--- src/rtl/lrs_pkg.sv ---
`default_nettype none
package lrs_pkg;
  localparam int MAX_KEYS   = 1024;
  localparam int KEY_BITS   = 32;
  localparam int DIGIT_BITS = 8;
  localparam int NUM_BINS   = 1 << DIGIT_BITS;
  localparam int NUM_PASSES = (KEY_BITS + DIGIT_BITS - 1) / DIGIT_BITS;
  localparam int ADDR_W     = $clog2(MAX_KEYS);
  localparam int CNT_W      = $clog2(MAX_KEYS + 1);
  localparam int BIN_W      = DIGIT_BITS;
  localparam int PASS_W     = (NUM_PASSES > 1) ? $clog2(NUM_PASSES) : 1;

  localparam logic CMD_PUSH = 1'b0;
  localparam logic CMD_POP  = 1'b1;

  typedef struct packed {
    logic        cmd;
    logic [31:0] key;
    logic        last;
  } in_item_t;

  typedef struct packed {
    logic [31:0] sorted_key;
    logic        final_res;
    logic        empty_res;
    logic        overflow;
  } out_item_t;

  typedef enum logic [2:0] {
    OP_NONE, OP_LOAD, OP_CLEAR, OP_COUNT, OP_PREFIX, OP_SCATTER, OP_READ
  } dp_op_t;

  // controller -> datapath
  typedef struct packed {
    dp_op_t            op;
    logic [ADDR_W-1:0] idx;
    logic [BIN_W-1:0]  bin;
    logic [PASS_W-1:0] pass;
    logic              src_b;
    logic [KEY_BITS-1:0] key;
  } dp_cmd_t;

  // datapath -> controller
  typedef struct packed {
    logic [KEY_BITS-1:0] rd_key;
  } dp_sts_t;
endpackage
`default_nettype wire

--- src/rtl/lrs_ctrl.sv ---
`default_nettype none
module lrs_ctrl import lrs_pkg::*; (
  input  wire logic  clk,
  input  wire logic  rst_n,
  input  wire logic  in_valid,
  output logic       in_ready,
  input  in_item_t   in_data,
  output logic       out_valid,
  input  wire logic  out_ready,
  output out_item_t  out_data,
  output dp_cmd_t    cmd,
  input  dp_sts_t    sts
);
  typedef enum logic [3:0] {
    S_IDLE, S_CLEAR, S_CNT_RD, S_CNT_UPD, S_CNT_WAIT, S_PREFIX, S_SC_RD,
    S_SC_UPD, S_SC_WAIT, S_POP_RD, S_POP_WAIT
  } state_t;

  state_t            state_r;
  logic [CNT_W-1:0]  count_r, rptr_r;
  logic [CNT_W-1:0]  i_r;
  logic [BIN_W-1:0]  bin_r;
  logic [PASS_W-1:0] pass_r;
  logic              src_b_r, sorted_r, ovf_r, open_r;
  logic              out_valid_r;
  out_item_t         out_r;
  logic [1:0]        w_r;

  assign out_valid = out_valid_r;
  assign out_data  = out_r;
  assign in_ready  = (state_r == S_IDLE) && !out_valid_r;

  always_comb begin
    cmd = '0;
    cmd.pass  = pass_r;
    cmd.src_b = src_b_r;
    cmd.bin   = bin_r;
    cmd.idx   = ADDR_W'(i_r);
    cmd.key   = in_data.key;
    unique case (state_r)
      S_IDLE: begin
        cmd.idx = ADDR_W'(open_r ? count_r : '0);
        if (in_valid && in_ready && in_data.cmd == CMD_PUSH &&
            (open_r ? count_r : '0) != CNT_W'(MAX_KEYS)) cmd.op = OP_LOAD;
      end
      S_CLEAR:  cmd.op = OP_CLEAR;
      S_CNT_UPD: cmd.op = OP_COUNT;
      S_PREFIX: cmd.op = OP_PREFIX;
      S_SC_UPD: cmd.op = OP_SCATTER;
      S_POP_RD: cmd.idx = ADDR_W'(rptr_r);
      default: ;
    endcase
  end

  always_ff @(posedge clk) begin
    if (!rst_n) begin
      state_r <= S_IDLE; count_r <= '0; rptr_r <= '0; sorted_r <= 1'b0;
      ovf_r <= 1'b0; open_r <= 1'b0; out_valid_r <= 1'b0; src_b_r <= 1'b0;
      i_r <= '0; bin_r <= '0; pass_r <= '0; w_r <= '0;
    end else begin
      if (out_valid && out_ready) out_valid_r <= 1'b0;
      unique case (state_r)
        S_IDLE: if (in_valid && in_ready) begin
          if (in_data.cmd == CMD_PUSH) begin
            logic [CNT_W-1:0] c;
            c = open_r ? count_r : '0;
            if (!open_r) begin
              rptr_r <= '0; sorted_r <= 1'b0; ovf_r <= 1'b0;
            end
            open_r <= 1'b1;
            if (c != CNT_W'(MAX_KEYS)) c = c + 1'b1;
            else ovf_r <= 1'b1;
            count_r <= c;
            if (in_data.last) begin
              open_r <= 1'b0; pass_r <= '0; src_b_r <= 1'b0;
              bin_r <= '0; state_r <= S_CLEAR;
            end
          end else if (sorted_r && rptr_r < count_r) begin
            state_r <= S_POP_RD;
          end else begin
            out_r <= '{sorted_key: '0, final_res: 1'b0, empty_res: 1'b1,
                       overflow: ovf_r};
            out_valid_r <= 1'b1;
          end
        end
        S_CLEAR: begin
          bin_r <= bin_r + 1'b1;
          i_r <= '0;
          if (bin_r == BIN_W'(NUM_BINS - 1))
            state_r <= (count_r == '0) ? S_PREFIX : S_CNT_RD;
        end
        // each key steps through read, hist update and the S_CNT_WAIT settle wait
        S_CNT_RD:  state_r <= S_CNT_UPD;
        S_CNT_UPD: state_r <= S_CNT_WAIT;
        S_CNT_WAIT: begin
          if (w_r == 2'd1) begin
            w_r <= '0;
            i_r <= i_r + 1'b1;
            if (i_r + 1'b1 == count_r) begin
              state_r <= S_PREFIX; bin_r <= '0;
            end else state_r <= S_CNT_RD;
          end else w_r <= w_r + 1'b1;
        end
        S_PREFIX: begin
          bin_r <= bin_r + 1'b1;
          i_r <= '0;
          if (bin_r == BIN_W'(NUM_BINS - 1))
            state_r <= (count_r == '0) ? S_SC_WAIT : S_SC_RD;
        end
        S_SC_RD:  state_r <= S_SC_UPD;
        S_SC_UPD: state_r <= S_SC_WAIT;
        S_SC_WAIT: begin
          if (w_r == 2'd1 || count_r == '0) begin
            w_r <= '0;
            i_r <= i_r + 1'b1;
            if (count_r == '0 || i_r + 1'b1 == count_r) begin
              src_b_r <= !src_b_r;
              bin_r <= '0;
              if (pass_r == PASS_W'(NUM_PASSES - 1)) begin
                sorted_r <= 1'b1; rptr_r <= '0; state_r <= S_IDLE;
              end else begin
                pass_r <= pass_r + 1'b1; state_r <= S_CLEAR;
              end
            end else state_r <= S_SC_RD;
          end else w_r <= w_r + 1'b1;
        end
        S_POP_RD: state_r <= S_POP_WAIT;
        S_POP_WAIT: begin
          out_r <= '{sorted_key: 32'(sts.rd_key),
                     final_res: (rptr_r + 1'b1 == count_r),
                     empty_res: 1'b0, overflow: ovf_r};
          out_valid_r <= 1'b1;
          rptr_r <= rptr_r + 1'b1;
          state_r <= S_IDLE;
        end
        default: state_r <= S_IDLE;
      endcase
    end
  end

  a_cnt: assert property (@(posedge clk) disable iff (!rst_n)
    count_r <= CNT_W'(MAX_KEYS)) else $error("count beyond capacity");
  a_rptr: assert property (@(posedge clk) disable iff (!rst_n)
    sorted_r |-> rptr_r <= count_r) else $error("read pointer past count");
  a_rdy: assert property (@(posedge clk) disable iff (!rst_n)
    in_ready |-> !out_valid) else $error("accepting with result pending");
endmodule
`default_nettype wire

--- config.mk ---
export PLATFORM = sky130hd
export DESIGN_NAME = lrs_ctrl
export DESIGN_NICKNAME = d
export VERILOG_FILES = /design/src/rtl/lrs_pkg.sv /design/src/rtl/lrs_ctrl.sv
export SDC_FILE = /design/constraint.sdc
export NUM_CORES = 1
export LEC_CHECK = 0
export CORE_MARGIN = 1
export CORE_UTILIZATION = 35
export DETAILED_ROUTE_END_ITERATION = 12
export DONT_BUFFER_PORTS = 1
export HOLD_SLACK_MARGIN = 0.1
export PLACE_DENSITY = 0.45
export RECOVER_POWER = 25
export SYNTH_ARGS = -nofsm -noshare
export SYNTH_HDL_FRONTEND = slang
export SYNTH_SLANG_ARGS = --single-unit
--- constraint.sdc ---
create_clock -name clk -period 5.5 [get_ports clk]
set_clock_uncertainty 0.15 [all_clocks]
set_input_delay 0 -clock clk [delete_from_list [all_inputs] [get_ports clk]]
set_output_delay 0 -clock clk [all_outputs]
set_load 0.01 [all_outputs]
==> results.cfg, run 1 <==
[placement]
placed_area_um2 = 5590
portBuffers = 0
hpwl_um = 11200
place_ws_ns = 1.97
place.gp.congestion = 0.843

[clock_network]
cts_inserted_buffers = 9
clock-sinks = 89
path_clk_slew_ns = 0.08
clk_latency_ns = 0.36
cts_tree = done
cts-root-buf = clkbuf_16
htree_levels = 3
cts_setup_buffers = 0
postCtsResizedCells = 0
clock_path_buffers = 2

[timing]
worst_pin_slew_ns = 1.07
whs_ns = 0.188
slew_violations = 0
fmax_mhz = 241
worst_slack_ns = 1.35
period_share_pct = 75.5
timing_hold_violations_final = 0
fin_crit_ns = 4.15
setup_tns_ns = 0
rsz0062_at_grt = no
setup_viol = 0
max_slew_margin_pct = 28.3

[setup_path]
critPathMaxFanout = 22
cpPeakStageDelay_ns = 0.75
critPathRequiredTime_ns = 5.60
slowest_stage = o2bb2ai_1
endpoint_kind = register
path_cells = or4b_1, a31oi_1, nor2_1, o2bb2ai_1, nand2b_1, o21ai_0, and2_1, dlygate4sd3_1
path_class = register to register
worst_setup_path_start_kind = register
crit_family = simple AND/OR/NAND/NOR gates
arrival_ns = 4.25
worst-path-buf-inv = 1

[layout]
mostFrequentLayoutCells = nand2_1, dlygate4sd3_1, nor2_1
drive_gt1_share_pct = 5.44
n_antenna_cell = 0
nFillCells = 1608
area_growth_pct = 15.9
fin_nets = 782
stdcell_area_um2 = 6610
final_common_cell = nand2_1

[floorplanning]
fp.dieH_um = 130
dieArea_um2 = 16800
core_area_um2 = 15900
row_count = 46
pin_count = 163
die_w_um = 130
initial_core_util_pct = 35.9

[grt]
grtUsageMet3_pct = 3.30
grt_max_degree = 45
grt_pass1_vias = 4595
use_met1_pct = 25.7
antenna_found_initial = 0
grtUsageTotal_pct = 19.5
grt_pass1_wl_um = 25100
gr-total-overflow = 0
top_usage_layer = met2
use_met2_pct = 31.7

[logic_synthesis]
synth_top_family_by_area = simple AND/OR/NAND/NOR gates
seq_area_frac_synth_pct = 37.4
synth_flop_cell = dfxtp_1
ys_types = 74
synth_area_per_cell_um2 = 8.35
ys_seq_elements = 89
muxShareOfSynthArea_pct = 0.527
synthTopCellsByArea = dfxtp_1, edfxtp_1, nand2_1, and2_1, buf_4
yosys_warnings = 0
synth_compound_area_share_pct = 17.5
synthAdderAreaFrac_pct = 4.17
syn-instance-count = 682
synth_largest_area_cell = dfxtp_1
synth_edf_count = 35
synth-async-reset-ratio_pct = 0
yosys.area_share.simple_pct = 25.8
synth_top_area_share_pct = 19.0
synth_xor_area_share_pct = 5.86
synth_nets = 771
netlist_area_um2 = 5700

[min_path]
hold_class = input pin to register

[drt]
drt-total-wl_um = 16300
route.detailed.drc = 0
vias = 5036
routed_via_density = 5.51
drtPass1Iterations = 5
drt_first_iter_violations = 373
wl_per_cell_um = 17.9
ant_nets = 0

[power]
p_leak_nw = 2.32
ir_worst_vdd_uv = 172
powerDensity_nw_per_um2 = 323

[outcome]
outcome = finished, final reports clean

[job]
timing.max_cap.violations = 0
[cells by family (layout without fill, tap and decap cells)]
group,Yosys count,after routing
AO/OA/AOI/OAI,153,153
XOR/XNOR,35,35
adder cells (fa/ha/maj),19,19
buffers and inverters,95,111
flip-flops,89,89
multiplexers,3,3
AND/OR/NAND/NOR,288,288
[repair_timing]
item | CTS | global route
hold endpoints to repair | 153 | 0
setup endpoints to repair | 0 | 0
hold buffers | 72 | 0
[cell type report]
class | instances | area (µm²) | area share [%]
Multi-Input combinational cell | 498 | 3080 | 46.6
Sequential cell | 89 | 2130 | 32.3
Timing Repair Buffer | 77 | 768 | 11.6
Tap cell | 216 | 270 | 4.09
Clock buffer | 9 | 225 | 3.41
Inverter | 18 | 67.6 | 1.02
Clock inverter | 7 | 61.3 | 0.928
[Yosys cell counts, drive strengths merged, types with 12 or more instances]
library cell  instances
and2                 45
edfxtp               35
a21oi                38
nor3                 12
clkbuf               36
nand2                80
ha                   19
inv                  17
buf                  41
dfxtp                54
xnor2                23
nand3                18
nor2                 64
a31oi                15
o21ai                39
[path summary, 6_finish.rpt]
check                  start          end  slack [ns]  depth (start not counted)
setup / recovery  state_r[3]       i_r[0]        1.35                          8
hold / removal      in_valid   rptr_r[10]        0.19                          4
setup reg to reg  state_r[3]       i_r[0]        1.35                          8
hold reg to reg        ovf_r  out_data[0]        0.32                          0
[power by group]
group	internal [mW]	leakage (nW)	switching [mW]
logic	0.202	1.41	0.386
registers	0.807	0.767	0.128
clock network	0.316	0.140	0.297
total	1.33	2.32	0.811
[registers in the layout, summed over array words and instances (netlist names)]
register,flops
i_r,11
bin_r,8
open_r,1
state_r,4
pass_r,2
src_b_r,1
w_r,2
sorted_r,1
rptr_r,11
ovf_r,1
out_data,35
out_valid,1
count_r,11
[tightest hold or removal path: cells and delay by family]
| family | cells | cell delay, ns |
|---|---|---|
| simple gates | 1 | 0.17 |
| compound gates | 3 | 0.47 |
[routing by layer]
layer	part of all wire [%]	vias up
li1	-	2425
met1	45	2401
met2	47	191
met3	6.1	19
met4	1.8	0
met5	0	-
[through the flow]
step	util, %	power (mW)	cells
floorplan	-	1.35	682
global placement	35.2	1.48	826
detailed placement	35.2	1.48	826
CTS	41.6	2.15	914
global route	41.6	2.25	914
finish	41.6	2.14	914
Note: power is estimated with default switching activity, not from simulation.
==> run 2, diff against run 1 <==
Settings changed: ABC_AREA from default to 1, PLACE_DENSITY 0.45 to 0.47.
Clock period 5.5 ns to 3.4 ns, I/O delays scaled along.
==> run 2 against run 1 <==
  * Count of clock-buffer cells in the layout is the same
  * Fmax up 33%
  * Via count increased by 3.5%
  * Final cell count rose by 15%
  * Register-to-register slack worse by 1.1 ns
  * Clock power up 64%
  * Utilization is 0.63 points higher
  * Global-route usage is 0.17 points lower
  * Setup slack got worse by 1.1 ns
  * Largest power group unchanged
==> results.cfg, run 2 <==
[setup_path]
worst_setup_path_start_kind = register
r2r_slack_ns = 0.28
r2r-start = open_r
endpoint_kind = register
path_class = register to register
path_cells = nand2_1, inv_1, ha_1, inv_1, nor3_1, nand2_1, o21ai_0, nand2_1, dlygate4sd3_1, nor2_1, dlygate4sd3_1
crit_path_start = open_r
cpPeakStageDelay_ns = 0.61
path_common_cell = nand2_1
arrival_ns = 3.28
critPathRequiredTime_ns = 3.56
critPathMaxFanout = 13
worst-path-buf-inv = 4
slowest_stage = dfxtp_1
crit_family = buffers and inverters

[timing]
setup_tns_ns = 0
period_share_pct = 91.8
rsz0062_at_grt = no
slew_violations = 0
whs_ns = 0.160
setup_viol = 0
timing_hold_violations_final = 0
worst_pin_slew_ns = 0.717
fin_crit_ns = 3.12
fmax_mhz = 320
max_slew_margin_pct = 51.7

[logic_synthesis]
netlist_area_um2 = 5670
netlist_top_cells_count = nand2_1, inv_1, nor2_1
seq_area_frac_synth_pct = 37.6
yosysMostFrequentCell = nand2_1
synth-async-reset-ratio_pct = 0
synth_top_area_share_pct = 19.1
synth_flop_cell = dfxtp_1
synth_largest_area_cell = dfxtp_1
synth_area_per_cell_um2 = 7.14
yosys_warnings = 0
synth_edf_count = 35
ys_types = 41
synth_nets = 883
ys_seq_elements = 89
syn-instance-count = 794
synthTopCellsByArea = dfxtp_1, edfxtp_1, nand2_1, inv_1, nor2_1

[job]
timing.max_cap.violations = 0

[grt]
use_met2_pct = 32.4
grt_max_degree = 44
use_met1_pct = 24.0
grtUsageTotal_pct = 19.3
antenna_found_initial = 0
grt_pass1_vias = 4929
top_usage_layer = met2
grt_pass1_wl_um = 24900
grtUsageMet3_pct = 5.24
gr-total-overflow = 0

[layout]
final_common_cell = nand2_1
drive_gt1_share_pct = 7.89
mostFrequentLayoutCells = nand2_1, inv_1, nor2_1
stdcell_area_um2 = 6680
fin_nets = 921
n_antenna_cell = 0
area_growth_pct = 17.9
largest_register_ffs = 35

[power]
ir_worst_vdd_uv = 299
powerDensity_nw_per_um2 = 536
p_leak_nw = 2.76

[placement]
placed_area_um2 = 5660
portBuffers = 0
hpwl_um = 11600
place.gp.congestion = 0.842

[clock_network]
cts_hold_buffers = 73
clock-sinks = 89
clk_latency_ns = 0.36
cts_setup_buffers = 0
path_clk_slew_ns = 0.08
cts-root-buf = clkbuf_16
cts_tree = done
postCtsResizedCells = 0
htree_levels = 3
clock_path_buffers = 2
cts_inserted_buffers = 9

[floorplanning]
initial_core_util_pct = 35.8
pin_count = 163
fp.dieH_um = 129
die_w_um = 129
dieArea_um2 = 16700
core_area_um2 = 15800
row_count = 46

[drt]
wl_per_cell_um = 14.9
drtPass1Iterations = 5
routed_via_density = 4.95
route.detailed.drc = 0
drt-total-wl_um = 15700
vias = 5214
drt_first_iter_violations = 280
ant_nets = 0

[outcome]
outcome = finished, final reports clean

[min_path]
hold_class = input pin to register
hold_start = in_data[0]
-- run 2: cell types whose count changed after synthesis, moves of 10 or more --
cell	previous run	this run
clkbuf_1	36	13
a31oi_1	15	0
and2_1	44	0
o221ai_1	0	10
inv_1	16	113
a21oi_1	36	54
xnor2_1	23	2
nand2b_1	10	0
o21ai_0	38	23
nor2_1	64	98
nand2_1	80	173
nand3_1	16	62
-- run 2: power breakdown --
group,total (mW),switching (mW),internal (mW)
Clock,1.01,0.486,0.519
Sequential,1.51,0.188,1.32
Combinational,1.07,0.750,0.319
Total,3.58,1.42,2.16
-- run 2: path summary, 6_finish.rpt --
path | to | cells after the start
worst max-delay path | count_r[4] | 11
worst min-delay path | bin_r[5] | 5
worst max register to register | count_r[4] | 11
worst min register to register | out_data[0] | 0
-- run 2: layout make-up --
type / instances / area [µm²]
fill: 1662 / 9150
multi-input combinational: 536 / 2770
sequential: 89 / 2130
timing repair buffer: 79 / 776
inverter: 117 / 440
tap: 216 / 270
clock buffer: 9 / 225
clock inverter: 7 / 68.8
-- run 2: stage by stage --
stage                     worst slack, ns  power, mW  util, %  instances
final                               0.280       3.58     42.2       1053
after global placement              0.582       2.52     35.7        964
after global routing               0.0511       3.82     42.2       1053
after detailed placement            0.562       2.52     35.7        964
after floorplan                     0.130       2.30        -        794
after CTS                           0.294       3.63     42.2       1053
-- run 2: kinds of logic after synthesis --
| kind of cell | synth area share [%] |
|---|---|
| AO/OA/AOI/OAI | 10.4 |
| XOR/XNOR | 1.55 |
| adder cells (fa/ha/maj) | 4.19 |
| buffers and inverters | 13.7 |
| flip-flops | 37.6 |
| AND/OR/NAND/NOR | 32.5 |
-- run 2: metal layers --
layer	part of all wire, %	up-vias
li1	-	2644
met1	46	2383
met2	47	171
met3	6.4	16
met4	1.4	0
met5	0	-
-- run 2: worst reg2reg max path, cell delays in order (launching register included) --
cell           delay (ns)
dfxtp_1              0.61
nand2_1              0.20
inv_1                0.09
ha_1                 0.16
inv_1                0.05
nor3_1               0.29
nand2_1              0.16
o21ai_0              0.10
nand2_1              0.06
dlygate4sd3_1        0.57
nor2_1               0.08
dlygate4sd3_1        0.54
